[src/hdl/oadf_pkg.sv]
`timescale 1ns / 1ps
`default_nettype none
package oadf_pkg;

  localparam int DIST_W    = 16;
  localparam int VOLT_W    = 14;
  localparam int SENS_W    = 16;
  localparam int FRAC_W    = 12;
  localparam int ACC_W     = 44;
  localparam int HALF_W    = 22;
  localparam int PLO_W     = HALF_W + SENS_W;
  localparam int PHI_W     = ACC_W - HALF_W + SENS_W + 1;
  localparam int PROD_W    = PHI_W + HALF_W;
  localparam int PEDAL_W   = 7;
  localparam int OUT_W     = 8;
  localparam int IDX_W     = 3;
  localparam int CFG_DW    = 16;
  localparam int IN_TW     = 64;
  localparam int OUT_TW    = 24;
  localparam int COEF_IW   = 4;

  localparam logic [COEF_IW-1:0] POLY_LAST = 4'd8;

  localparam logic [DIST_W-1:0] HALF_METER  = 16'd2048;
  localparam logic [DIST_W-1:0] WIDE_OPEN   = 16'd1638;
  localparam logic [DIST_W:0]   SIDE_MARGIN = 17'd41;

  localparam logic signed [OUT_W-1:0] TURN_PEDAL     = 8'sd5;
  localparam logic signed [OUT_W-1:0] REV_PEDAL      = -8'sd10;
  localparam logic signed [OUT_W-1:0] REV_TURN_PEDAL = -8'sd5;

  typedef enum logic [2:0] {
    MODE_FWD       = 3'd0,
    MODE_LEFT      = 3'd1,
    MODE_RIGHT     = 3'd2,
    MODE_REV       = 3'd3,
    MODE_REV_LEFT  = 3'd4,
    MODE_REV_RIGHT = 3'd5
  } oadf_mode_e;

  typedef enum logic [IDX_W-1:0] {
    CFG_DANGER  = 3'd0,
    CFG_TURN    = 3'd1,
    CFG_SIDE    = 3'd2,
    CFG_RECOVER = 3'd3,
    CFG_FWD_PED = 3'd4,
    CFG_STEER   = 3'd5
  } oadf_cfg_idx_e;

  typedef enum logic [2:0] {
    ST_IDLE,
    ST_MUL_LO,
    ST_MUL_HI,
    ST_ADD,
    ST_SAT,
    ST_DONE
  } oadf_state_e;

  typedef struct packed {
    logic [DIST_W-1:0]  danger;
    logic [DIST_W-1:0]  turn;
    logic [DIST_W-1:0]  side;
    logic [DIST_W-1:0]  recover;
    logic [PEDAL_W-1:0] fwd_pedal;
    logic [PEDAL_W-1:0] steer_mag;
  } oadf_cfg_t;

  localparam oadf_cfg_t CFG_RESET = '{
    danger:    16'd819,
    turn:      16'd3277,
    side:      16'd1229,
    recover:   16'd2867,
    fwd_pedal: 7'd20,
    steer_mag: 7'd40
  };

  typedef struct packed {
    logic               load;
    logic               mul_lo;
    logic               mul_hi;
    logic               acc_step;
    logic               sat;
    logic               commit;
    logic [COEF_IW-1:0] coef_idx;
  } oadf_cmd_t;

  // Q12 polynomial coefficients, highest power first.
  function automatic logic signed [ACC_W-1:0] oadf_coef(input logic [COEF_IW-1:0] idx);
    logic signed [ACC_W-1:0] c;
    case (idx)
      4'd0:    c = 44'sd27599;
      4'd1:    c = -44'sd803796;
      4'd2:    c = 44'sd7098440;
      4'd3:    c = -44'sd30635196;
      4'd4:    c = 44'sd75413586;
      4'd5:    c = -44'sd112306684;
      4'd6:    c = 44'sd102592676;
      4'd7:    c = -44'sd56270782;
      4'd8:    c = 44'sd17045651;
      default: c = '0;
    endcase
    return c;
  endfunction

endpackage
`default_nettype wire

[src/hdl/oadf_ir_lane.sv]
`timescale 1ns / 1ps
`default_nettype none
// One infrared conversion lane: Horner evaluation on one multiplier shared by
// the low and high accumulator halves.
module oadf_ir_lane (
  input  wire                          clk_i,
  input  wire                          rst_ni,
  input  wire oadf_pkg::oadf_cmd_t     cmd_i,
  input  wire [oadf_pkg::VOLT_W-1:0]   volt_i,
  output logic [oadf_pkg::DIST_W-1:0]  dist_o
);

  logic [oadf_pkg::SENS_W-1:0]        sens;
  logic signed [oadf_pkg::ACC_W-1:0]  acc_q, acc_d;
  logic [oadf_pkg::PLO_W-1:0]         plo_q, plo_d;
  logic signed [oadf_pkg::PHI_W-1:0]  phi_q, phi_d;
  logic signed [oadf_pkg::PROD_W-1:0] prod;
  logic [oadf_pkg::DIST_W-1:0]        dist_q, dist_d;
  logic signed [oadf_pkg::HALF_W:0]   mul_a;
  logic signed [oadf_pkg::PHI_W:0]    mul_p;

  // Undo the divider: sensor voltage is twice the input.
  assign sens = {1'b0, volt_i, 1'b0};

  always_comb begin
    // Signed top half in the high phase, unsigned bottom half otherwise.
    if (cmd_i.mul_hi) begin
      mul_a = {acc_q[oadf_pkg::ACC_W-1], acc_q[oadf_pkg::ACC_W-1:oadf_pkg::HALF_W]};
    end else begin
      mul_a = {1'b0, acc_q[oadf_pkg::HALF_W-1:0]};
    end
    mul_p = mul_a * $signed({1'b0, sens});
    plo_d = mul_p[oadf_pkg::PLO_W-1:0];
    phi_d = mul_p[oadf_pkg::PHI_W-1:0];
    prod  = $signed({phi_q, {oadf_pkg::HALF_W{1'b0}}})
          + $signed({{(oadf_pkg::PROD_W - oadf_pkg::PLO_W){1'b0}}, plo_q});
    acc_d = acc_q;
    if (cmd_i.load) begin
      acc_d = oadf_pkg::oadf_coef(cmd_i.coef_idx);
    end else if (cmd_i.acc_step) begin
      // Arithmetic shift floors; the sum wraps within the accumulator width.
      acc_d = $signed(prod[oadf_pkg::ACC_W+oadf_pkg::FRAC_W-1:oadf_pkg::FRAC_W])
            + oadf_pkg::oadf_coef(cmd_i.coef_idx);
    end
    if (acc_q[oadf_pkg::ACC_W-1]) begin
      dist_d = '0;
    end else if (|acc_q[oadf_pkg::ACC_W-2:oadf_pkg::FRAC_W+oadf_pkg::DIST_W]) begin
      dist_d = '1;
    end else begin
      dist_d = acc_q[oadf_pkg::FRAC_W+oadf_pkg::DIST_W-1:oadf_pkg::FRAC_W];
    end
  end

  always_ff @(posedge clk_i) begin
    acc_q <= acc_d;
    if (cmd_i.mul_lo) begin
      plo_q <= plo_d;
    end
    if (cmd_i.mul_hi) begin
      phi_q <= phi_d;
    end
    if (cmd_i.sat) begin
      dist_q <= dist_d;
    end
  end

  assign dist_o = dist_q;

  // Reset is not needed by the lane's payload registers.
  logic unused_rst;
  assign unused_rst = rst_ni;

endmodule
`default_nettype wire

[src/hdl/oadf_datapath.sv]
`timescale 1ns / 1ps
`default_nettype none
// Sample registers, two conversion lanes, mode decision and output register.
module oadf_datapath (
  input  wire                           clk_i,
  input  wire                           rst_ni,
  input  wire oadf_pkg::oadf_cmd_t      cmd_i,
  input  wire oadf_pkg::oadf_cfg_t      cfg_i,
  input  wire [oadf_pkg::IN_TW-1:0]     in_data_i,
  input  wire                           m_tready_i,
  output logic                          m_tvalid_o,
  output logic [oadf_pkg::OUT_TW-1:0]   m_tdata_o,
  output logic                          out_free_o
);

  logic [oadf_pkg::DIST_W-1:0] front_q, rear_q;
  logic [oadf_pkg::VOLT_W-1:0] lvolt_q, rvolt_q;
  logic                        coin_q;
  logic [oadf_pkg::DIST_W-1:0] ldist, rdist;

  oadf_pkg::oadf_mode_e        mode_q, mode_d;
  logic signed [oadf_pkg::OUT_W-1:0] pedal_d, steer_d, pedal_q, steer_q;
  logic [oadf_pkg::OUT_W-1:0]  mag;
  logic                        ovalid_q, ovalid_d;

  always_ff @(posedge clk_i) begin
    if (cmd_i.load) begin
      front_q <= in_data_i[15:0];
      rear_q  <= in_data_i[31:16];
      lvolt_q <= in_data_i[45:32];
      rvolt_q <= in_data_i[59:46];
      coin_q  <= in_data_i[60];
    end
  end

  oadf_ir_lane u_left (
    .clk_i  (clk_i),
    .rst_ni (rst_ni),
    .cmd_i  (cmd_i),
    .volt_i (lvolt_q),
    .dist_o (ldist)
  );

  oadf_ir_lane u_right (
    .clk_i  (clk_i),
    .rst_ni (rst_ni),
    .cmd_i  (cmd_i),
    .volt_i (rvolt_q),
    .dist_o (rdist)
  );

  assign mag = {1'b0, cfg_i.steer_mag};

  always_comb begin
    mode_d  = mode_q;
    pedal_d = '0;
    steer_d = '0;
    case (mode_q)
      oadf_pkg::MODE_FWD: begin
        if (front_q < cfg_i.danger ||
            (front_q < oadf_pkg::HALF_METER && ldist < cfg_i.side && rdist < cfg_i.side)) begin
          mode_d = oadf_pkg::MODE_REV;
        end else if (front_q < cfg_i.turn) begin
          if (ldist > oadf_pkg::WIDE_OPEN && rdist > oadf_pkg::WIDE_OPEN) begin
            mode_d = coin_q ? oadf_pkg::MODE_LEFT : oadf_pkg::MODE_RIGHT;
          end else if (ldist > rdist) begin
            mode_d = oadf_pkg::MODE_LEFT;
          end else begin
            mode_d = oadf_pkg::MODE_RIGHT;
          end
        end else if (ldist < cfg_i.danger) begin
          mode_d = oadf_pkg::MODE_RIGHT;
        end else if (rdist < cfg_i.danger) begin
          mode_d = oadf_pkg::MODE_LEFT;
        end else begin
          pedal_d = {1'b0, cfg_i.fwd_pedal};
        end
      end
      oadf_pkg::MODE_LEFT: begin
        if (front_q < cfg_i.danger) begin
          mode_d = oadf_pkg::MODE_REV;
        end else if (front_q > cfg_i.turn && rdist > cfg_i.side) begin
          mode_d = oadf_pkg::MODE_FWD;
        end else if ({1'b0, rdist} > {1'b0, ldist} + oadf_pkg::SIDE_MARGIN) begin
          mode_d = oadf_pkg::MODE_RIGHT;
        end else begin
          pedal_d = oadf_pkg::TURN_PEDAL;
          steer_d = mag;
        end
      end
      oadf_pkg::MODE_RIGHT: begin
        if (front_q < cfg_i.danger) begin
          mode_d = oadf_pkg::MODE_REV;
        end else if (front_q > cfg_i.turn && ldist > cfg_i.side) begin
          mode_d = oadf_pkg::MODE_FWD;
        end else if ({1'b0, ldist} > {1'b0, rdist} + oadf_pkg::SIDE_MARGIN) begin
          mode_d = oadf_pkg::MODE_LEFT;
        end else begin
          pedal_d = oadf_pkg::TURN_PEDAL;
          steer_d = 8'd0 - mag;
        end
      end
      oadf_pkg::MODE_REV: begin
        if (rear_q < cfg_i.danger) begin
          if (front_q > rear_q) begin
            mode_d = oadf_pkg::MODE_FWD;
          end
        end else if (ldist > cfg_i.side && front_q > cfg_i.danger) begin
          mode_d = oadf_pkg::MODE_REV_LEFT;
        end else if (rdist > cfg_i.side && front_q > cfg_i.danger) begin
          mode_d = oadf_pkg::MODE_REV_RIGHT;
        end else begin
          pedal_d = oadf_pkg::REV_PEDAL;
        end
      end
      oadf_pkg::MODE_REV_LEFT: begin
        if (rear_q < cfg_i.danger) begin
          if (front_q > rear_q) begin
            mode_d = oadf_pkg::MODE_FWD;
          end
        end else if (front_q > cfg_i.recover) begin
          mode_d = oadf_pkg::MODE_FWD;
        end else if (rdist > ldist) begin
          mode_d = oadf_pkg::MODE_REV_RIGHT;
        end else begin
          pedal_d = oadf_pkg::REV_TURN_PEDAL;
          steer_d = 8'd0 - mag;
        end
      end
      oadf_pkg::MODE_REV_RIGHT: begin
        if (rear_q < cfg_i.danger) begin
          if (front_q > rear_q) begin
            mode_d = oadf_pkg::MODE_FWD;
          end
        end else if (front_q > cfg_i.recover) begin
          mode_d = oadf_pkg::MODE_FWD;
        end else if (ldist > rdist) begin
          mode_d = oadf_pkg::MODE_REV_LEFT;
        end else begin
          pedal_d = oadf_pkg::REV_TURN_PEDAL;
          steer_d = mag;
        end
      end
      default: begin
        mode_d = oadf_pkg::MODE_FWD;
      end
    endcase
  end

  assign out_free_o = !ovalid_q || m_tready_i;

  always_comb begin
    ovalid_d = ovalid_q;
    if (cmd_i.commit) begin
      ovalid_d = 1'b1;
    end else if (m_tready_i) begin
      ovalid_d = 1'b0;
    end
  end

  always_ff @(posedge clk_i or negedge rst_ni) begin
    if (!rst_ni) begin
      mode_q   <= oadf_pkg::MODE_FWD;
      ovalid_q <= 1'b0;
    end else begin
      ovalid_q <= ovalid_d;
      if (cmd_i.commit) begin
        mode_q <= mode_d;
      end
    end
  end

  always_ff @(posedge clk_i) begin
    if (cmd_i.commit) begin
      pedal_q <= pedal_d;
      steer_q <= steer_d;
    end
  end

  assign m_tvalid_o = ovalid_q;
  assign m_tdata_o  = {5'b0, mode_q, steer_q, pedal_q};

endmodule
`default_nettype wire

[src/hdl/oadf_ctrl.sv]
`timescale 1ns / 1ps
`default_nettype none
// Sequencer: eight Horner steps of three phases each, then saturate and commit.
module oadf_ctrl (
  input  wire                  clk_i,
  input  wire                  rst_ni,
  input  wire                  s_tvalid_i,
  input  wire                  out_free_i,
  output logic                 s_tready_o,
  output oadf_pkg::oadf_cmd_t  cmd_o
);

  oadf_pkg::oadf_state_e                state_q, state_d;
  logic [oadf_pkg::COEF_IW-1:0]         step_q, step_d;

  always_ff @(posedge clk_i or negedge rst_ni) begin
    if (!rst_ni) begin
      state_q <= oadf_pkg::ST_IDLE;
      step_q  <= '0;
    end else begin
      state_q <= state_d;
      step_q  <= step_d;
    end
  end

  always_comb begin
    state_d    = state_q;
    step_d     = step_q;
    s_tready_o = 1'b0;
    cmd_o      = '0;
    cmd_o.coef_idx = step_q;
    case (state_q)
      oadf_pkg::ST_IDLE: begin
        s_tready_o     = 1'b1;
        cmd_o.coef_idx = '0;
        if (s_tvalid_i) begin
          cmd_o.load = 1'b1;
          step_d     = 4'd1;
          state_d    = oadf_pkg::ST_MUL_LO;
        end
      end
      oadf_pkg::ST_MUL_LO: begin
        cmd_o.mul_lo = 1'b1;
        state_d      = oadf_pkg::ST_MUL_HI;
      end
      oadf_pkg::ST_MUL_HI: begin
        cmd_o.mul_hi = 1'b1;
        state_d      = oadf_pkg::ST_ADD;
      end
      oadf_pkg::ST_ADD: begin
        cmd_o.acc_step = 1'b1;
        if (step_q == oadf_pkg::POLY_LAST) begin
          state_d = oadf_pkg::ST_SAT;
        end else begin
          step_d  = step_q + 4'd1;
          state_d = oadf_pkg::ST_MUL_LO;
        end
      end
      oadf_pkg::ST_SAT: begin
        cmd_o.sat = 1'b1;
        state_d   = oadf_pkg::ST_DONE;
      end
      oadf_pkg::ST_DONE: begin
        // Hold until the output register can take the word.
        if (out_free_i) begin
          cmd_o.commit = 1'b1;
          state_d      = oadf_pkg::ST_IDLE;
        end
      end
      default: begin
        state_d = oadf_pkg::ST_IDLE;
      end
    endcase
  end

endmodule
`default_nettype wire

[src/hdl/obstacle_avoid_drive_fsm_core.sv]
// Obstacle-avoiding drive mode core.
// Input stream (s_t*): one word per sensor sample set. Output stream (m_t*):
// one word per input word, carrying pedal, steering and the new drive mode.
// Configuration (cfg_*): six threshold and magnitude registers, written by
// index; cfg_ready_o is always high and a write lands at the next edge.
// Each word runs through two infrared conversion lanes in parallel. A lane
// evaluates the degree-8 polynomial with one 22x16 multiplier used twice
// per Horner step (low half, high half, then add). A word is loaded, runs
// the eight Horner steps, is saturated and is then committed to the output
// register, which raises m_tvalid; the next word is accepted after commit.
// One word is in flight at a time; s_tready is high only while idle.
// A finished word waits in the output register. While it is stalled by
// m_tready the core still accepts and converts the next word, then holds
// it before the decision until the register frees up.
// Reset (rst_ni low, asynchronous) returns to forward mode, empties the
// output register and loads the configuration reset values.
`timescale 1ns / 1ps
`default_nettype none
module obstacle_avoid_drive_fsm_core (
  input  wire                            clk_i,
  input  wire                            rst_ni,
  // s_tdata: front_distance[15:0], rear_distance[31:16], left_voltage[45:32],
  //          right_voltage[59:46], coin_bit[60], zero fill [63:61]
  input  wire                            s_tvalid,
  output logic                           s_tready,
  input  wire [oadf_pkg::IN_TW-1:0]      s_tdata,
  // m_tdata: pedal_request[7:0], steer_request[15:8], drive_mode[18:16],
  //          zero fill [23:19]
  output logic                           m_tvalid,
  input  wire                            m_tready,
  output logic [oadf_pkg::OUT_TW-1:0]    m_tdata,
  // Configuration write channel
  input  wire                            cfg_valid_i,
  output logic                           cfg_ready_o,
  input  wire [oadf_pkg::IDX_W-1:0]      cfg_index_i,
  input  wire [oadf_pkg::CFG_DW-1:0]     cfg_data_i
);

  oadf_pkg::oadf_cfg_t cfg_q, cfg_d;
  oadf_pkg::oadf_cmd_t cmd;
  logic                out_free;

  assign cfg_ready_o = 1'b1;

  // Register file: out-of-range indexes are dropped, narrow fields truncated.
  always_comb begin
    cfg_d = cfg_q;
    if (cfg_valid_i) begin
      case (cfg_index_i)
        oadf_pkg::CFG_DANGER:  cfg_d.danger    = cfg_data_i;
        oadf_pkg::CFG_TURN:    cfg_d.turn      = cfg_data_i;
        oadf_pkg::CFG_SIDE:    cfg_d.side      = cfg_data_i;
        oadf_pkg::CFG_RECOVER: cfg_d.recover   = cfg_data_i;
        oadf_pkg::CFG_FWD_PED: cfg_d.fwd_pedal = cfg_data_i[oadf_pkg::PEDAL_W-1:0];
        oadf_pkg::CFG_STEER:   cfg_d.steer_mag = cfg_data_i[oadf_pkg::PEDAL_W-1:0];
        default: begin
        end
      endcase
    end
  end

  always_ff @(posedge clk_i or negedge rst_ni) begin
    if (!rst_ni) begin
      cfg_q <= oadf_pkg::CFG_RESET;
    end else begin
      cfg_q <= cfg_d;
    end
  end

  // Controller: sequences the lanes and decides when to commit.
  oadf_ctrl u_ctrl (
    .clk_i      (clk_i),
    .rst_ni     (rst_ni),
    .s_tvalid_i (s_tvalid),
    .out_free_i (out_free),
    .s_tready_o (s_tready),
    .cmd_o      (cmd)
  );

  // Datapath: conversion lanes, mode register and output register.
  oadf_datapath u_datapath (
    .clk_i      (clk_i),
    .rst_ni     (rst_ni),
    .cmd_i      (cmd),
    .cfg_i      (cfg_q),
    .in_data_i  (s_tdata),
    .m_tready_i (m_tready),
    .m_tvalid_o (m_tvalid),
    .m_tdata_o  (m_tdata),
    .out_free_o (out_free)
  );

endmodule
`default_nettype wire

[config.mk]
export PLATFORM = sky130hd
export DESIGN_NAME = obstacle_avoid_drive_fsm_core
export DESIGN_NICKNAME = d
export VERILOG_FILES = /design/src/hdl/oadf_pkg.sv /design/src/hdl/oadf_ir_lane.sv /design/src/hdl/oadf_datapath.sv /design/src/hdl/oadf_ctrl.sv /design/src/hdl/obstacle_avoid_drive_fsm_core.sv
export SDC_FILE = /design/constraint.sdc
export NUM_CORES = 2
export LEC_CHECK = 0
export ABC_AREA = 1
export CAP_MARGIN = 10
export CORE_MARGIN = 4
export CORE_UTILIZATION = 54
export DETAILED_ROUTE_END_ITERATION = 8
export DONT_BUFFER_PORTS = 1
export PLACE_DENSITY = 0.72
export SLEW_MARGIN = 20
export SYNTH_ARGS = -nofsm -noshare
export SYNTH_HDL_FRONTEND = slang
export SYNTH_HIERARCHICAL = 1
export SYNTH_SLANG_ARGS = --single-unit
export TNS_END_PERCENT = 100
[constraint.sdc]
create_clock -name clk_i -period 12.8 [get_ports clk_i]
set_clock_uncertainty 0.2 [all_clocks]
set_input_delay 0.64 -clock clk_i [delete_from_list [all_inputs] [get_ports clk_i]]
set_output_delay 0.64 -clock clk_i [all_outputs]
set_load 0.005 [all_outputs]
Word-level counts from Yosys, hierarchy flattened
Memory sizes are Yosys's and may differ from the RTL's.
Index checks and enable logic that the tools add are counted.
{"block": "classes", "add_sub_neg": 8, "n_mul": 2, "mux": 88, "n_reduce_logical": 27, "eq_ne": 25, "order_cmp": 20}
{"op": "$mux 44", "n": 8}
{"op": "$mux 8", "n": 26}
{"op": "$gt 16x16->1", "n": 8}
{"op": "$add 56x39->56", "n": 2}
{"op": "$lt 16x16->1", "n": 7}
{"op": "$add 44x44->44", "n": 2}
{"op": "$mux 3", "n": 26}
{"op": "$mul 23x15->37", "n": 2}
{"op": "$pmux 8 s6", "n": 1}
{"op": "$mux 23", "n": 2}
{"op": "$pmux 3 s6", "n": 2}
{"op": "$add 16x6->17 const B", "n": 2}
{"op": "$gt 16x17->1", "n": 2}
{"op": "$gt 16x11->1 const B", "n": 2}
{"op": "$mux 16", "n": 2}
{"op": "$pmux 8 s4", "n": 1}
{"op": "$reduce_or 15->1", "n": 2}
{"op": "$mux 7", "n": 3}
{"op": "$ne 4x1->1 const B", "n": 5}
{"op": "$eq 3x2->1 const B", "n": 6}
{"op": "$eq 3x3->1 const B", "n": 6}
{"op": "$lt 16x12->1 const B", "n": 1}
{"op": "$reduce_and 2->1", "n": 7}
{"op": "$mux 4", "n": 3}
{"op": "other kinds (16)", "n": 42}
{"block": "totals", "memories": 4, "romBits": 2816, "wordCells": 199, "register_bits": 426, "input_bits": 88}
{"memory": "(name not given)", "words": 16, "word_bits": 44, "rd": 1, "rd_ports_with_merged_regs": 0, "write_ports": 0, "line": "oadf_pkg.sv:90", "rtl": "case (idx)"}
{"memory": "(name not given)", "words": 16, "word_bits": 44, "rd": 1, "rd_ports_with_merged_regs": 0, "write_ports": 0, "line": "oadf_pkg.sv:90"}
{"memory": "(name not given)", "words": 16, "word_bits": 44, "rd": 1, "rd_ports_with_merged_regs": 0, "write_ports": 0, "line": "oadf_pkg.sv:90"}
{"memory": "(name not given)", "words": 16, "word_bits": 44, "rd": 1, "rd_ports_with_merged_regs": 0, "write_ports": 0, "line": "oadf_pkg.sv:90"}

Longest topological paths before layout
An unclocked memory read counts as a cell.
{"block": "depth", "ltp_word": 8, "ltp_mapped": 35}

By module
The synthesis kept the hierarchy.
{"mod": "oadf_ir_lane at u_datapath.u_left", "n_inst": 1, "area_each_um2": 21473.1, "cells_each": 2874}
{"mod": "oadf_ir_lane at u_datapath.u_right", "n_inst": 1, "area_each_um2": 21340.5, "cells_each": 2790}
{"mod": "oadf_datapath", "n_inst": 1, "area_each_um2": 8622.0, "cells_each": 1091}
{"mod": "obstacle_avoid_drive_fsm_core", "n_inst": 1, "area_each_um2": 3148.0, "cells_each": 350}
{"mod": "oadf_ctrl", "n_inst": 1, "area_each_um2": 559.3, "cells_each": 71}

Worst setup path before layout
OpenSTA, ideal clock, no wires.
{"block": "synth_path", "path_kind": "reg-to-reg", "start": "register u_ctrl.state_q[2]", "end": "register u_datapath/u_right/phi_q[32] in the netlist's numbering (data pin)", "t_arrival_ns": 9.351, "n_path_buf": 3, "slack_ns": 2.993, "stages_incl_launch_ff": 32, "required_ns": 12.344, "path_cell_list": "dfrtp_1 buf_6 inv_2 nand2_4 nor2_1 buf_2 inv_1 clkbuf_1 or2_2 o21ai_2 nor2_1 fa_1 inv_1 fa_1 inv_1 fa_1 inv_1 fa_1 inv_1 fa_1 inv_1 fa_1 inv_1 ha_1 a21oi_1 a21boi_0 nand2_1 a21oi_1 nand3b_1 nand2_1 nand2_1 nand2_1"}
{"item": "start, declared", "line": "oadf_ctrl.sv:13", "rtl": "oadf_pkg::oadf_state_e state_q, state_d;"}
{"item": "start signal, assigned", "line": "oadf_ctrl.sv:18", "rtl": "state_q <= oadf_pkg::ST_IDLE;"}
{"item": "start signal, assigned", "line": "oadf_ctrl.sv:21", "rtl": "state_q <= state_d;"}
{"item": "end signal, assigned", "line": "oadf_ir_lane.sv:60", "rtl": "phi_q <= phi_d;"}
{"item": "end, declared", "line": "oadf_ir_lane.sv:16", "rtl": "logic signed [oadf_pkg::PHI_W-1:0] phi_q, phi_d;"}

==> results by group <==
Critical path
  • Arrival time at the worst endpoint: 8.67 ns
  • Critical path class: reg -> reg
  • Critical path data required time: 12.95 ns
  • Crit Path Max Fanout: 112
  • Critical Path End Type: flip-flop
  • Worst reg2reg endpoint: u_datapath/u_left/plo_q[27]
  • Crit path launch type: flip-flop
  • R2r startpoint: u_ctrl/state_q[2]
  • Worst R2R Setup Slack: 4.29 ns
  • Worst R2R Path Depth: 26

Job
  • Max Cap Viol: 0

CTS
  • Clock slew at reported path FFs: 0.06 ns
  • Clk sinks: 404
  • Root Driver: clkbuf_16
  • Worst skew pair latency: roughly 0.66 ns
  • Post-CTS resize count: 0
  • Inserted Clock Buffers: 48
  • Clock Path Buffers: 3
  • Max H-tree Level: 2
  • TritonCTS clock tree: done

Final layout
  • Share of cells above drive strength 1: about 6.4%
  • Final net count: 8408
  • Inserted Diodes: 0
  • Commonest non-fill, non-tap cells in the layout: 1845 x nand2_1, 1441 x inv_1, 753 x nor2_1
  • Area growth syn-to-layout: 7.08%
  • Most common cell after layout, fill and taps aside: nand2_1

Global route
  • Pin count of the biggest net entering global routing: 113
  • Global-route wire length before repair: 251000 um
  • Tot GR Track Use: 29.7%
  • Antenna violations before repair: 3
  • Total gr overflow: 0
  • Number of global-route vias before repair: 46600

Yosys
  • Synth Register Bits: 404
  • Post-synth cell types: 65
  • Post-synthesis sequential area ratio: 21.3%
  • Synth Flop Type: edfxtp_1
  • Post-synth EDFFs: 315
  • Netlist Area Pre-Place: 55100 um^2
  • Syn. warnings: 6
  • Avg Inst Size Synth: 7.68 um^2
  • Asr flop ratio synth: 22.0%
  • Mapped Cells: 7176

Detailed routing
  • 1st-iter DRT viols: roughly 4100
  • Drt pass-1 iters: 8
  • Total wire length: 159000 um
  • Metal2 WL: 70700 um
  • Avg WL per Cell: 18.4 um
  • Drt drc: 0
  • Vias per std cell: between 5 and 6
  • DR vias: ~47000
  • Met1 Wirelength: 67200 um
  • Antenna-violating nets left: 0
  • WL met3: 14400 um
  • Max layer used: met4

Die
  • Row count: 116
  • Die Y: 328 um
  • Core area: slightly above 100000 um^2
  • Starting Density: between 50% and 60%
  • Die width: 328 um
  • I/O pins: 115
  • Die Area: 107000 um^2

Timing
  • Setup violations, final: 0
  • Final Cycle Share: 66.5%
  • Fmax: 0.117 GHz
  • Unrepaired setup endpoints after global routing: no
  • Clock period minus worst slack: 8.51 ns
  • Fin. Hold Viols: 0
  • Slew margin rel.: 27.4%
  • Slew @ Worst Pin: 1.09 ns
  • Setup_tns: 0 ns
  • Slew Limit Fails: 0

Worst hold path
  • Min-Delay Endpoint: cfg_q[1]
  • Hold Path Cell Cnt: 4
  • Hold WC Path Type: in -> reg
  • Hold Path Origin: cfg_index_i[0]

Placement
  • Hpwl dp: 130000 um
  • RePlAce Congestion: 1.10
  • IO Port Bufs: 0

Status
  • Status: complete, no violations
how the worst max path moves through the flow:
| stage | from | to | slack, ns | cells after the start |
|---|---|---|---|---|
| 2_1_floorplan | u_ctrl/state_q[2] | u_datapath/u_right/phi_q[32] | 2.99 | 31 |
| 3_3_place_gp | u_ctrl/state_q[2] | u_datapath/u_left/phi_q[27] | 4.37 | 26 |
| 3_5_place_dp | u_ctrl/state_q[2] | u_datapath/u_left/phi_q[27] | 4.22 | 26 |
| 4_1_cts | u_ctrl/state_q[2] | u_datapath/u_left/plo_q[27] | 4.23 | 26 |
| 5_1_grt | u_ctrl/state_q[2] | u_datapath/u_left/plo_q[27] | 3.66 | 26 |
| 6_report | u_ctrl/state_q[2] | u_datapath/u_left/plo_q[27] | 4.29 | 26 |
registers in the layout, summed over array words and instances, names as in the netlist:
signal,flops
cfg_q,78
u_ctrl/state_q,3
u_ctrl/step_q,4
u_datapath/coin_q,1
u_datapath/front_q,16
u_datapath/lvolt_q,14
u_datapath/m_tvalid_o,1
u_datapath/mode_q,3
u_datapath/pedal_q,8
u_datapath/rear_q,16
u_datapath/rvolt_q,14
u_datapath/steer_q,8
u_datapath/u_left/acc_q,44
u_datapath/u_left/dist_o,16
u_datapath/u_left/phi_q,33
u_datapath/u_left/plo_q,26
u_datapath/u_right/acc_q,44
u_datapath/u_right/dist_o,16
u_datapath/u_right/phi_q,33
u_datapath/u_right/plo_q,26
cells in the mapped netlist, types with 30 or more instances:
master	n	area (um^2)
ha_1	495	6190
fa_1	600	12000
nand2_1	1845	6930
nor2_1	758	2850
or2_2	48	300
inv_1	1441	5410
a21oi_1	260	1300
nand4_1	72	450
xnor2_1	59	517
nand3_1	303	1520
o21ai_2	43	377
clkbuf_1	77	289
nand2_2	49	307
nor2_2	39	244
inv_2	48	180
dfstp_2	30	788
edfxtp_1	315	9460
o21ai_0	157	786
nor3_1	39	195
xor2_1	117	1020
dfrtp_1	59	1480
buf_2	32	160
cell type report:
class,instances,area [um^2]
Clock buffer,68,1330
Clock inverter,22,262
Fill cell,9103,41700
Inverter,1502,5650
Multi-Input combinational cell,5152,37300
Sequential cell,404,11700
Tap cell,1357,1700
Timing Repair Buffer,117,1130
critical path, cell delays in order (launching register included):
cell,delay (ns)
dfrtp_1,0.53
inv_2,0.17
nand2_4,0.09
nor2_4,0.11
buf_12,0.39
inv_2,0.32
or2_2,0.36
o21ai_2,0.31
inv_1,0.39
nand2_1,0.20
fa_1,0.41
inv_1,0.08
fa_1,0.44
fa_1,0.52
fa_1,0.51
fa_1,0.55
inv_1,0.06
fa_1,0.55
inv_1,0.05
ha_1,0.34
inv_1,0.10
o21ai_0,0.15
a31oi_1,0.38
o21ai_0,0.23
a21oi_1,0.18
nand2_1,0.08
xor2_1,0.45
metrics by stage:
step | hold slack [ns] | util [%] | setup slack [ns] | area (um^2) | std cells
finish | 0.0740 | 58.6 | 4.29 | 59000 | 8622
global route | 0.0917 | 58.6 | 3.66 | 59000 | 8622
CTS | 0.0283 | 58.6 | 4.23 | 59000 | 8621
detailed placement | 0.147 | 56.2 | 4.22 | 56600 | 8448
global placement | 0.150 | 56.2 | 4.37 | 56600 | 8448
floorplan | 0.144 | - | 2.99 | 55200 | 7180
what timing repair did:
item                                   in CTS  in global routing
hold buffers                               83                  0
endpoints found under the hold margin     231                  0
setup buffers                               0                  0
metal layers:
metal  track usage [%]  up-vias
met5                 0        -
met4              10.6        0
met3              5.45      335
met2              47.1     1898
met1              40.9    22500
li1                  -    22200
cells by family after synthesis:
kind of cell | Yosys count | share of synthesized area, %
AOI/OAI and AO/OA | 599 | 6.41
xor gates and xnor gates | 176 | 2.80
adders and majority gates | 1095 | 33.0
buffers and inverters | 1624 | 11.2
DFF | 404 | 21.3
other | 2 | 0.0136
and+or+nand+nor | 3276 | 25.3
Power is left out: the tool's default activity adds up to more than one toggle a clock period on the data nets, which glitch-free logic cannot reach.
